[src/rtl/arpc_pkg.sv]
// Shared constants, codes and bundle types of the address resolution cache.
package arpc_pkg;

  localparam int unsigned TableDepth = 16;
  localparam int unsigned IdxW       = $clog2(TableDepth);
  localparam int unsigned CntW       = $clog2(TableDepth + 1);
  localparam int unsigned IpW        = 32;
  localparam int unsigned MacW       = 48;
  localparam int unsigned StatusW    = 3;

  typedef enum logic [StatusW-1:0] {
    StHit     = 3'd0,
    StMiss    = 3'd1,
    StUpdated = 3'd2,
    StAdded   = 3'd3,
    StFull    = 3'd4
  } status_e;

  typedef enum logic [1:0] {
    StateIdle = 2'b01,
    StateScan = 2'b10
  } state_e;

  typedef struct packed {
    logic [IdxW-1:0] rd_addr;
    logic            ip_we;
    logic            mac_we;
    logic [IdxW-1:0] wr_addr;
    logic [IpW-1:0]  wr_ip;
    logic [MacW-1:0] wr_mac;
  } ram_req_t;

  typedef struct packed {
    logic            valid;
    status_e         status;
    logic [MacW-1:0] mac;
  } res_t;

endpackage

[src/rtl/arpc_ram.sv]
// Generic single-write, single-read RAM with registered read data.
module arpc_ram #(
  parameter int unsigned Width = 8,
  parameter int unsigned Depth = 16
) (
  input  logic                     clk_i,
  input  logic                     we_i,
  input  logic [$clog2(Depth)-1:0] waddr_i,
  input  logic [Width-1:0]         wdata_i,
  input  logic [$clog2(Depth)-1:0] raddr_i,
  output logic [Width-1:0]         rdata_o
);

  logic [Width-1:0] mem_q [Depth];
  logic [Width-1:0] rdata_q;

  always_ff @(posedge clk_i) begin
    if (we_i) begin
      mem_q[waddr_i] <= wdata_i;
    end
    rdata_q <= mem_q[raddr_i];
  end

  assign rdata_o = rdata_q;

endmodule

[src/rtl/arpc_ctrl.sv]
// Sequencer that walks the occupied slots with one shared key comparator.
module arpc_ctrl (
  input  logic                      clk_i,
  input  logic                      rst_ni,
  input  logic                      in_valid_i,
  input  logic                      action_i,
  input  logic [arpc_pkg::IpW-1:0]  ip_address_i,
  input  logic [arpc_pkg::MacW-1:0] mac_address_i,
  output logic                      busy_o,
  input  logic                      out_free_i,
  input  logic [arpc_pkg::IpW-1:0]  ip_rdata_i,
  input  logic [arpc_pkg::MacW-1:0] mac_rdata_i,
  output arpc_pkg::ram_req_t        ram_o,
  output arpc_pkg::res_t            res_o
);

  arpc_pkg::state_e                state_q, state_d;
  logic [arpc_pkg::IdxW-1:0]       idx_q, idx_d;
  logic [arpc_pkg::CntW-1:0]       count_q, count_d;
  logic                            act_q;
  logic [arpc_pkg::IpW-1:0]        key_q;
  logic [arpc_pkg::MacW-1:0]       mac_q;

  logic [arpc_pkg::CntW-1:0]       idx_ext;
  logic [arpc_pkg::CntW-1:0]       idx_inc;
  logic                            occupied;
  logic                            hit;
  logic                            last;
  logic                            done;
  logic                            table_full;
  logic                            accept;

  assign accept     = in_valid_i && (state_q == arpc_pkg::StateIdle);
  assign idx_ext    = arpc_pkg::CntW'(idx_q);
  assign idx_inc    = idx_ext + arpc_pkg::CntW'(1);
  // The RAM shows the slot addressed in the previous cycle; only occupied slots may match.
  assign occupied   = idx_ext < count_q;
  assign hit        = occupied && (ip_rdata_i == key_q);
  assign last       = idx_inc >= count_q;
  assign done       = hit || last;
  assign table_full = count_q == arpc_pkg::CntW'(arpc_pkg::TableDepth);

  assign busy_o = (state_q != arpc_pkg::StateIdle);

  always_comb begin
    state_d        = state_q;
    idx_d          = idx_q;
    count_d        = count_q;
    ram_o.ip_we    = 1'b0;
    ram_o.mac_we   = 1'b0;
    ram_o.wr_addr  = idx_q;
    ram_o.wr_ip    = key_q;
    ram_o.wr_mac   = mac_q;
    res_o.valid    = 1'b0;
    res_o.status   = arpc_pkg::StMiss;
    res_o.mac      = '0;

    unique case (state_q)
      arpc_pkg::StateIdle: begin
        if (accept) begin
          idx_d   = '0;
          state_d = arpc_pkg::StateScan;
        end
      end
      arpc_pkg::StateScan: begin
        if (!done) begin
          idx_d = arpc_pkg::IdxW'(idx_inc);
        end else if (out_free_i) begin
          state_d     = arpc_pkg::StateIdle;
          res_o.valid = 1'b1;
          if (hit) begin
            if (act_q) begin
              ram_o.mac_we = 1'b1;
              res_o.status = arpc_pkg::StUpdated;
            end else begin
              res_o.status = arpc_pkg::StHit;
              res_o.mac    = mac_rdata_i;
            end
          end else if (act_q) begin
            if (table_full) begin
              res_o.status = arpc_pkg::StFull;
            end else begin
              ram_o.ip_we   = 1'b1;
              ram_o.mac_we  = 1'b1;
              ram_o.wr_addr = arpc_pkg::IdxW'(count_q);
              count_d       = count_q + arpc_pkg::CntW'(1);
              res_o.status  = arpc_pkg::StAdded;
            end
          end else begin
            res_o.status = arpc_pkg::StMiss;
          end
        end
      end
      default: begin
        state_d = arpc_pkg::StateIdle;
      end
    endcase

    // The read address follows the slot index, so a held result keeps its data.
    ram_o.rd_addr = idx_d;
  end

  always_ff @(posedge clk_i or negedge rst_ni) begin
    if (!rst_ni) begin
      state_q <= arpc_pkg::StateIdle;
      idx_q   <= '0;
      count_q <= '0;
    end else begin
      state_q <= state_d;
      idx_q   <= idx_d;
      count_q <= count_d;
    end
  end

  always_ff @(posedge clk_i) begin
    if (accept) begin
      act_q <= action_i;
      key_q <= ip_address_i;
      mac_q <= mac_address_i;
    end
  end

endmodule

[src/rtl/arp_cache_table_core.sv]
// Address cache: one key comparator walks the address RAM one slot a cycle.
// The result is registered after the first compare on an empty table or a match in
// slot 0, and after the last occupied slot when none matches. A new request is not
// taken until the sequencer is back in idle, which it reaches as the result is
// registered, so a result waiting behind a stalled one holds off the next request.
// Reset clears the sequencer, the entry count and the output valid, not the slot RAMs.
module arp_cache_table_core (
  input  logic                        clk_i,
  input  logic                        rst_ni,
  input  logic                        in_valid_i,
  output logic                        in_stall_o,
  input  logic                        action_i,
  input  logic [arpc_pkg::IpW-1:0]    ip_address_i,
  input  logic [arpc_pkg::MacW-1:0]   mac_address_i,
  output logic                        out_valid_o,
  input  logic                        out_stall_i,
  output logic [arpc_pkg::StatusW-1:0] status_o,
  output logic [arpc_pkg::MacW-1:0]   mac_found_o
);

  arpc_pkg::ram_req_t              ram_req;
  arpc_pkg::res_t                  res;
  logic [arpc_pkg::IpW-1:0]        ip_rdata;
  logic [arpc_pkg::MacW-1:0]       mac_rdata;
  logic                            busy;
  logic                            out_free;
  logic                            out_valid_q;
  arpc_pkg::status_e               status_q;
  logic [arpc_pkg::MacW-1:0]       mac_found_q;

  assign out_free   = !out_valid_q || !out_stall_i;
  assign in_stall_o = busy;

  arpc_ctrl u_ctrl (
    .clk_i         (clk_i),
    .rst_ni        (rst_ni),
    .in_valid_i    (in_valid_i),
    .action_i      (action_i),
    .ip_address_i  (ip_address_i),
    .mac_address_i (mac_address_i),
    .busy_o        (busy),
    .out_free_i    (out_free),
    .ip_rdata_i    (ip_rdata),
    .mac_rdata_i   (mac_rdata),
    .ram_o         (ram_req),
    .res_o         (res)
  );

  arpc_ram #(
    .Width (arpc_pkg::IpW),
    .Depth (arpc_pkg::TableDepth)
  ) u_ip_ram (
    .clk_i   (clk_i),
    .we_i    (ram_req.ip_we),
    .waddr_i (ram_req.wr_addr),
    .wdata_i (ram_req.wr_ip),
    .raddr_i (ram_req.rd_addr),
    .rdata_o (ip_rdata)
  );

  arpc_ram #(
    .Width (arpc_pkg::MacW),
    .Depth (arpc_pkg::TableDepth)
  ) u_mac_ram (
    .clk_i   (clk_i),
    .we_i    (ram_req.mac_we),
    .waddr_i (ram_req.wr_addr),
    .wdata_i (ram_req.wr_mac),
    .raddr_i (ram_req.rd_addr),
    .rdata_o (mac_rdata)
  );

  always_ff @(posedge clk_i or negedge rst_ni) begin
    if (!rst_ni) begin
      out_valid_q <= 1'b0;
    end else if (res.valid) begin
      out_valid_q <= 1'b1;
    end else if (!out_stall_i) begin
      out_valid_q <= 1'b0;
    end
  end

  always_ff @(posedge clk_i) begin
    if (res.valid) begin
      status_q    <= res.status;
      mac_found_q <= res.mac;
    end
  end

  assign out_valid_o = out_valid_q;
  assign status_o    = status_q;
  assign mac_found_o = mac_found_q;

endmodule

[config.mk]
export PLATFORM = sky130hd
export DESIGN_NAME = arp_cache_table_core
export DESIGN_NICKNAME = d
export VERILOG_FILES = /design/src/rtl/arpc_pkg.sv /design/src/rtl/arpc_ram.sv /design/src/rtl/arpc_ctrl.sv /design/src/rtl/arp_cache_table_core.sv
export SDC_FILE = /design/constraint.sdc
export NUM_CORES = 2
export LEC_CHECK = 0
export ABC_AREA = 1
export BUFFER_PORTS_ARGS = -buffer_cell sky130_fd_sc_hd__buf_2
export CAP_MARGIN = 10
export CELL_PAD_IN_SITES_DETAIL_PLACEMENT = 0
export CELL_PAD_IN_SITES_GLOBAL_PLACEMENT = 1
export CORE_ASPECT_RATIO = 0.8
export CORE_MARGIN = 4
export CORE_UTILIZATION = 51
export CTS_CLUSTER_DIAMETER = 50
export DETAILED_ROUTE_END_ITERATION = 8
export MAX_ROUTING_LAYER = met4
export PLACE_DENSITY = 0.77
export SLEW_MARGIN = 0
export SYNTH_ARGS = -nofsm -noshare
export SYNTH_HDL_FRONTEND = slang
export SYNTH_HIERARCHICAL = 1
export SYNTH_SLANG_ARGS = --single-unit
[constraint.sdc]
create_clock -name clk_i -period 5.75 [get_ports clk_i]
set_clock_uncertainty 0.1 [all_clocks]
set_input_delay 1.15 -clock clk_i [delete_from_list [all_inputs] [get_ports clk_i]]
set_output_delay 1.15 -clock clk_i [all_outputs]
set_load 0.01 [all_outputs]
==> Word level (Yosys, flattened, before mapping) <==
Memories as Yosys holds them, arrays and structs flattened. A register that Yosys moved wholly into a read port is not among the register bits.
Index checks and enable logic that the tools add are counted.
{ "totals": {"regBits": 144, "wordCells": 70, "ram_bits": 1280, "memories": 2, "out_inout_bits": 53, "input_bits": 85} }
{ "classes": {"eq_ne": 9, "bitwise": 5, "magnitude_cmp": 2, "n_reduce_logical": 10, "n_addsub": 2, "mux": 31} }
{ "mem_list": {"columns": ["name", "words", "word_bits", "rd", "rd_ports_with_merged_regs", "write_ports", "line", "source"], "rows": [
  ["u_mac_ram.mem_q", 16, 48, 1, 1, 1, "arpc_ram.sv:14", "logic [Width-1:0] mem_q [Depth];"],
  ["u_ip_ram.mem_q", 16, 32, 1, 1, 1, "arpc_ram.sv:14", null]
]} }
{ "ops": {"columns": ["op", "n"], "rows": [
  ["52-bit 2-to-1 mux", 3],
  ["48-bit 2-to-1 mux", 2],
  ["32-bit == test", 1],
  ["6-bit 2-to-1 mux", 5],
  ["4-bit 2-to-1 mux", 3],
  ["1-bit 2-to-1 mux", 9],
  ["3-bit 2-to-1 mux", 3],
  ["2-bit 2-to-1 mux", 4],
  ["2-bit by 1-bit inequality test with 1-bit output (second input constant)", 4],
  ["4-bit case mux with 2 select lines", 1],
  ["3-bit AND reduction", 2],
  ["6-bit AND reduction", 1],
  ["4-bit by 1-bit adder with 5-bit output (second input constant)", 1],
  ["5-bit by 1-bit adder with 5-bit output (second input constant)", 1],
  ["5-bit == test (second input constant)", 1],
  ["5-bit >= comparator", 1],
  ["4-bit by 5-bit < comparator with 1-bit output", 1],
  ["1-bit inverter", 5],
  ["5-bit OR reduction", 1],
  ["2-bit case mux with 2 select lines", 1],
  ["2-bit by 1-bit == test with 1-bit output (second input constant)", 1],
  ["2-bit == test (second input constant)", 1],
  ["1-bit logical AND", 2],
  ["1-bit zero test", 2],
  ["2 further kinds", 3]
]} }

==> Logic depth before layout (Yosys ltp) <==
{ "logic_depth": {"word_depth": 9, "ltp_mapped": 24, "mapped_depth_nobuf": 21} }

==> Hierarchy <==
Netlist, hierarchy kept.
{ "modules_own_cells": {"columns": ["mod", "instances", "cells_each", "area_each_um2", "seq_area_each_um2"], "rows": [
  ["arpc_ram (u_mac_ram)", 1, 3165, 33988.8, 24023.0],
  ["arpc_ram (u_ip_ram)", 1, 2120, 22730.6, 16015.4],
  ["arpc_ctrl", 1, 393, 4345.4, 2708.8],
  ["arp_cache_table_core", 1, 55, 1572.8, 1556.5]
]} }

==> Worst setup path before layout <==
OpenSTA, ideal clock, no wires.
{ "synth_path": {"path_kind": "register to register", "start": "register u_ctrl/idx_q[0] (netlist bit)", "end": "memory u_mac_ram/mem_q[12][0] (netlist bit) (enable)", "setup_ps": 454, "stages_incl_launch_ff": 18, "t_arrival_ps": 4265, "slack_ps": 931, "path_buffers": 1, "required_time_ps": 5196, "period_less_slack_ps": 4819, "path_cell_list": "dfrtp_1 ha_1 nand2_1 nor2_1 ha_1 a21oi_1 a21boi_0 nand3_1 nand2_1 inv_1 nand2_1 inv_2 nand2_2 buf_6 nand2_1 o21ai_1 nand3_1 nor2_1"} }
{ "synth_lines": {"columns": ["item", "line", "source"], "rows": [
  ["start, declared", "arpc_ctrl.sv:18", "logic [arpc_pkg::IdxW-1:0] idx_q, idx_d;"],
  ["start signal, assigned", "arpc_ctrl.sv:110", "idx_q <= idx_d;"],
  ["end, declared", "arpc_ram.sv:14", null]
]} }

==> impl_metrics.tcl <==
set metrics [dict create \
    place_hpwl_um 79800 \
    synth_commonest_cells "1795 x nand2_1, 1412 x edfxtp_1, 1017 x inv_1" \
    cts_buffer_depth 3 \
    peakVddDrop_mv 0.781 \
    worstReg2RegStart "u_ctrl/key_q[31]" \
    reg2reg_depth 13 \
    setup_viol 0 \
    cts.clk_slew.worst_paths_ns 0.06 \
    via_per_inst 5.19 \
    start_util_pct 51.6 \
    overflow 0 \
    syn-instance-count 5733 \
    grt_pass1_vias 36970 \
    drive_above_1_share_pct 8.56 \
    fin_ws_ns 0.718 \
    grt_max_degree 207 \
    hold_viol 0 \
    fmax_mhz 199 \
    drt_iter0_drc 3582 \
    avgRoutedWirePerCell_um 20.2 \
    maxSlewHeadroom_pct 15.4 \
    die_area_mm2 0.129 \
    endpoint_kind "register" \
    nFillCells 9917 \
    ant_nets 0 \
    rows 114 \
    grt_antenna_before_repair 4 \
    synth_area_mm2 0.0626 \
    yosys.area.top_type_share_pct 67.7 \
    dieWidth_um 400 \
    finalMaxSlewViolations 0 \
    ys.flop_type "edfxtp_1" \
    cts-root-buf "clkbuf_16" \
    synth-warning-count 6 \
    hold_buffers 0 \
    finalCritPeriodShare_pct 87.5 \
    synthArstFlopShare_pct 0.798 \
    yosysMostFrequentCell "nand2_1" \
    startpoint "u_ctrl/key_q[31]" \
    run_status "complete, no violations" \
    syn_nets 5832 \
    cts_setup_buffers 0 \
    max-cap-violations 0 \
    routabilityCongestion 0.805 \
    numCtsBuffers 156 \
    drt_wl_total_um 153000 \
    reg2reg_slack_ns 0.72 \
    worstMarginPinSlew_ns 1.27 \
    htree_num_levels 4 \
    worst_ep_arrival_time_ns 5.40 \
    synth_cell_types 31 \
    crit_fanout 36 \
    core_area_mm2 0.121 \
    first_pass_iters 8 \
    place_ws_ns 0.787 \
    ys_ff_latch 1504 \
    area_growth_pct 11.9 \
    nets 5940 \
    grt_usage_pct 24.7 \
    io-pin-count 138 \
    min_path_type "in -> async" \
    grt_pass1_wl_um 232000 \
    r2r-end "u_mac_ram/mem_q[0][19]" \
    cp-start-kind "register" \
    cellPowerDensity_mw_per_mm2 439 \
    rsz0062_at_grt "false" \
    yosys.area.top_type "edfxtp_1" \
    via_count 39429 \
    setup_tns_ns 0 \
    drc 0 \
    ctsResizeCount 0 \
    syn_avg_cell_area_um2 10.9 \
    yosysSeqAreaShare_pct 70.7 \
    critPathKind "reg -> reg" \
    min_period_ns 5.03 \
    portBuffers 137 \
    required_ns 6.12 \
    synth_enable_flop_cells 1412 \
    cts_tree "done" \
    p_leak_nw 29.1 \
    worstSkewPairLatency_ns 0.78 \
    dieHeight_um 321 \
    clock-sinks 1504 \
    post-route-util_pct 57.8 \
    synthTopCellsByArea "edfxtp_1 68%, nand2_1 11%, nand3_1 7.8%" \
]
==> per-layer routing <==
metal,up-vias,global-route usage (%),share of wire (%)
li1,18833,-,-
met1,19029,37.5,47
met2,1351,35.0,44
met3,216,3.85,7.3
met4,0,6.28,1.9
met5,-,-,0
==> cell families after synthesis <==
kind of cell    after synthesis  synth area share, %
flops                      1504                 70.7
compound gates                9               0.0759
buf+inv                    1298                 8.97
fa+ha+maj                    14                0.280
simple gates               2882                 19.6
xor+xnor                     26                0.364
==> cells in the final DEF, fill, tap and decap left out, types with 17 or more instances in the layout <==
master / n
buf_12: 34
buf_2: 137
buf_4: 54
clkbuf_1: 25
clkbuf_16: 161
clkinv_1: 28
clkinv_2: 24
dfxtp_1: 80
edfxtp_1: 1412
inv_1: 1011
nand2_1: 1790
nand3_1: 974
nor2_1: 17
nor2_4: 32
nor3b_1: 48
xnor2_1: 22
==> through the flow <==
step | std cells | area, µm² | hold WS (ns) | total power, mW
2_1_floorplan | 5733 | 62600 | 0.353 | 19.0
3_3_place_gp | 7307 | 65000 | 0.364 | 20.9
3_5_place_dp | 7307 | 65000 | 0.371 | 20.9
4_1_cts | 7591 | 70100 | 0.123 | 31.0
5_1_grt | 7592 | 70100 | 0.170 | 32.4
6_report | 7592 | 70100 | 0.184 | 30.8
==> registers in the layout, summed over array words and instances, names as in the netlist <==
register and cells:
u_ctrl/idx_q 4, u_ctrl/key_q 32, u_mac_ram/rdata_o 48, u_mac_ram/mem_q 768
u_ip_ram/mem_q 512, u_ctrl/mac_q 48, u_ip_ram/rdata_o 32, u_ctrl/act_q 1
out_valid_o 1, mac_found_o 48, u_ctrl/count_q 5, status_o 3
u_ctrl/state_q 2
==> power breakdown <==
part	switching, mW	internal (mW)
registers	0.660	13.1
logic	4.92	2.04
clock network	4.17	5.91
total	9.75	21.0
==> final cells by class <==
class,instances,area (µm²),share of cell area [%]
multi-input combinational,2931,13000,18.5
antenna,1,2.50,0.00357
clock inverter,90,892,1.27
clock buffer,194,4230,6.04
inverter,1023,3870,5.53
sequential,1504,44300,63.2
timing repair buffer,225,1770,2.53
tap,1624,2030,2.90
==> critical path: stages (launching register included) <==
cell and delay, ns:
edfxtp_1 0.60, xnor2_1 0.24, nand2_1 0.10, nor2_1 0.44, nand2_1 0.14, nor2_1 0.23
nand3_4 0.33, buf_4 0.44, nand2_1 0.20, nand2_1 0.10, nor2_1 0.30, nand2_1 0.31
nor2_4 0.79, buf_4 0.37
==> worst max-delay path by stage <==
stage,cells past startpoint,slack [ns],endpoint
after floorplan,17,0.93,u_mac_ram/mem_q[12][0]
after global placement,13,0.83,u_mac_ram/mem_q[0][20]
after detailed placement,13,0.79,u_mac_ram/mem_q[0][19]
after CTS,13,0.78,u_mac_ram/mem_q[0][21]
after global routing,18,0.42,u_mac_ram/rdata_o[30]
final,13,0.72,u_mac_ram/mem_q[0][19]
Note: power is estimated with default switching activity, not from simulation.
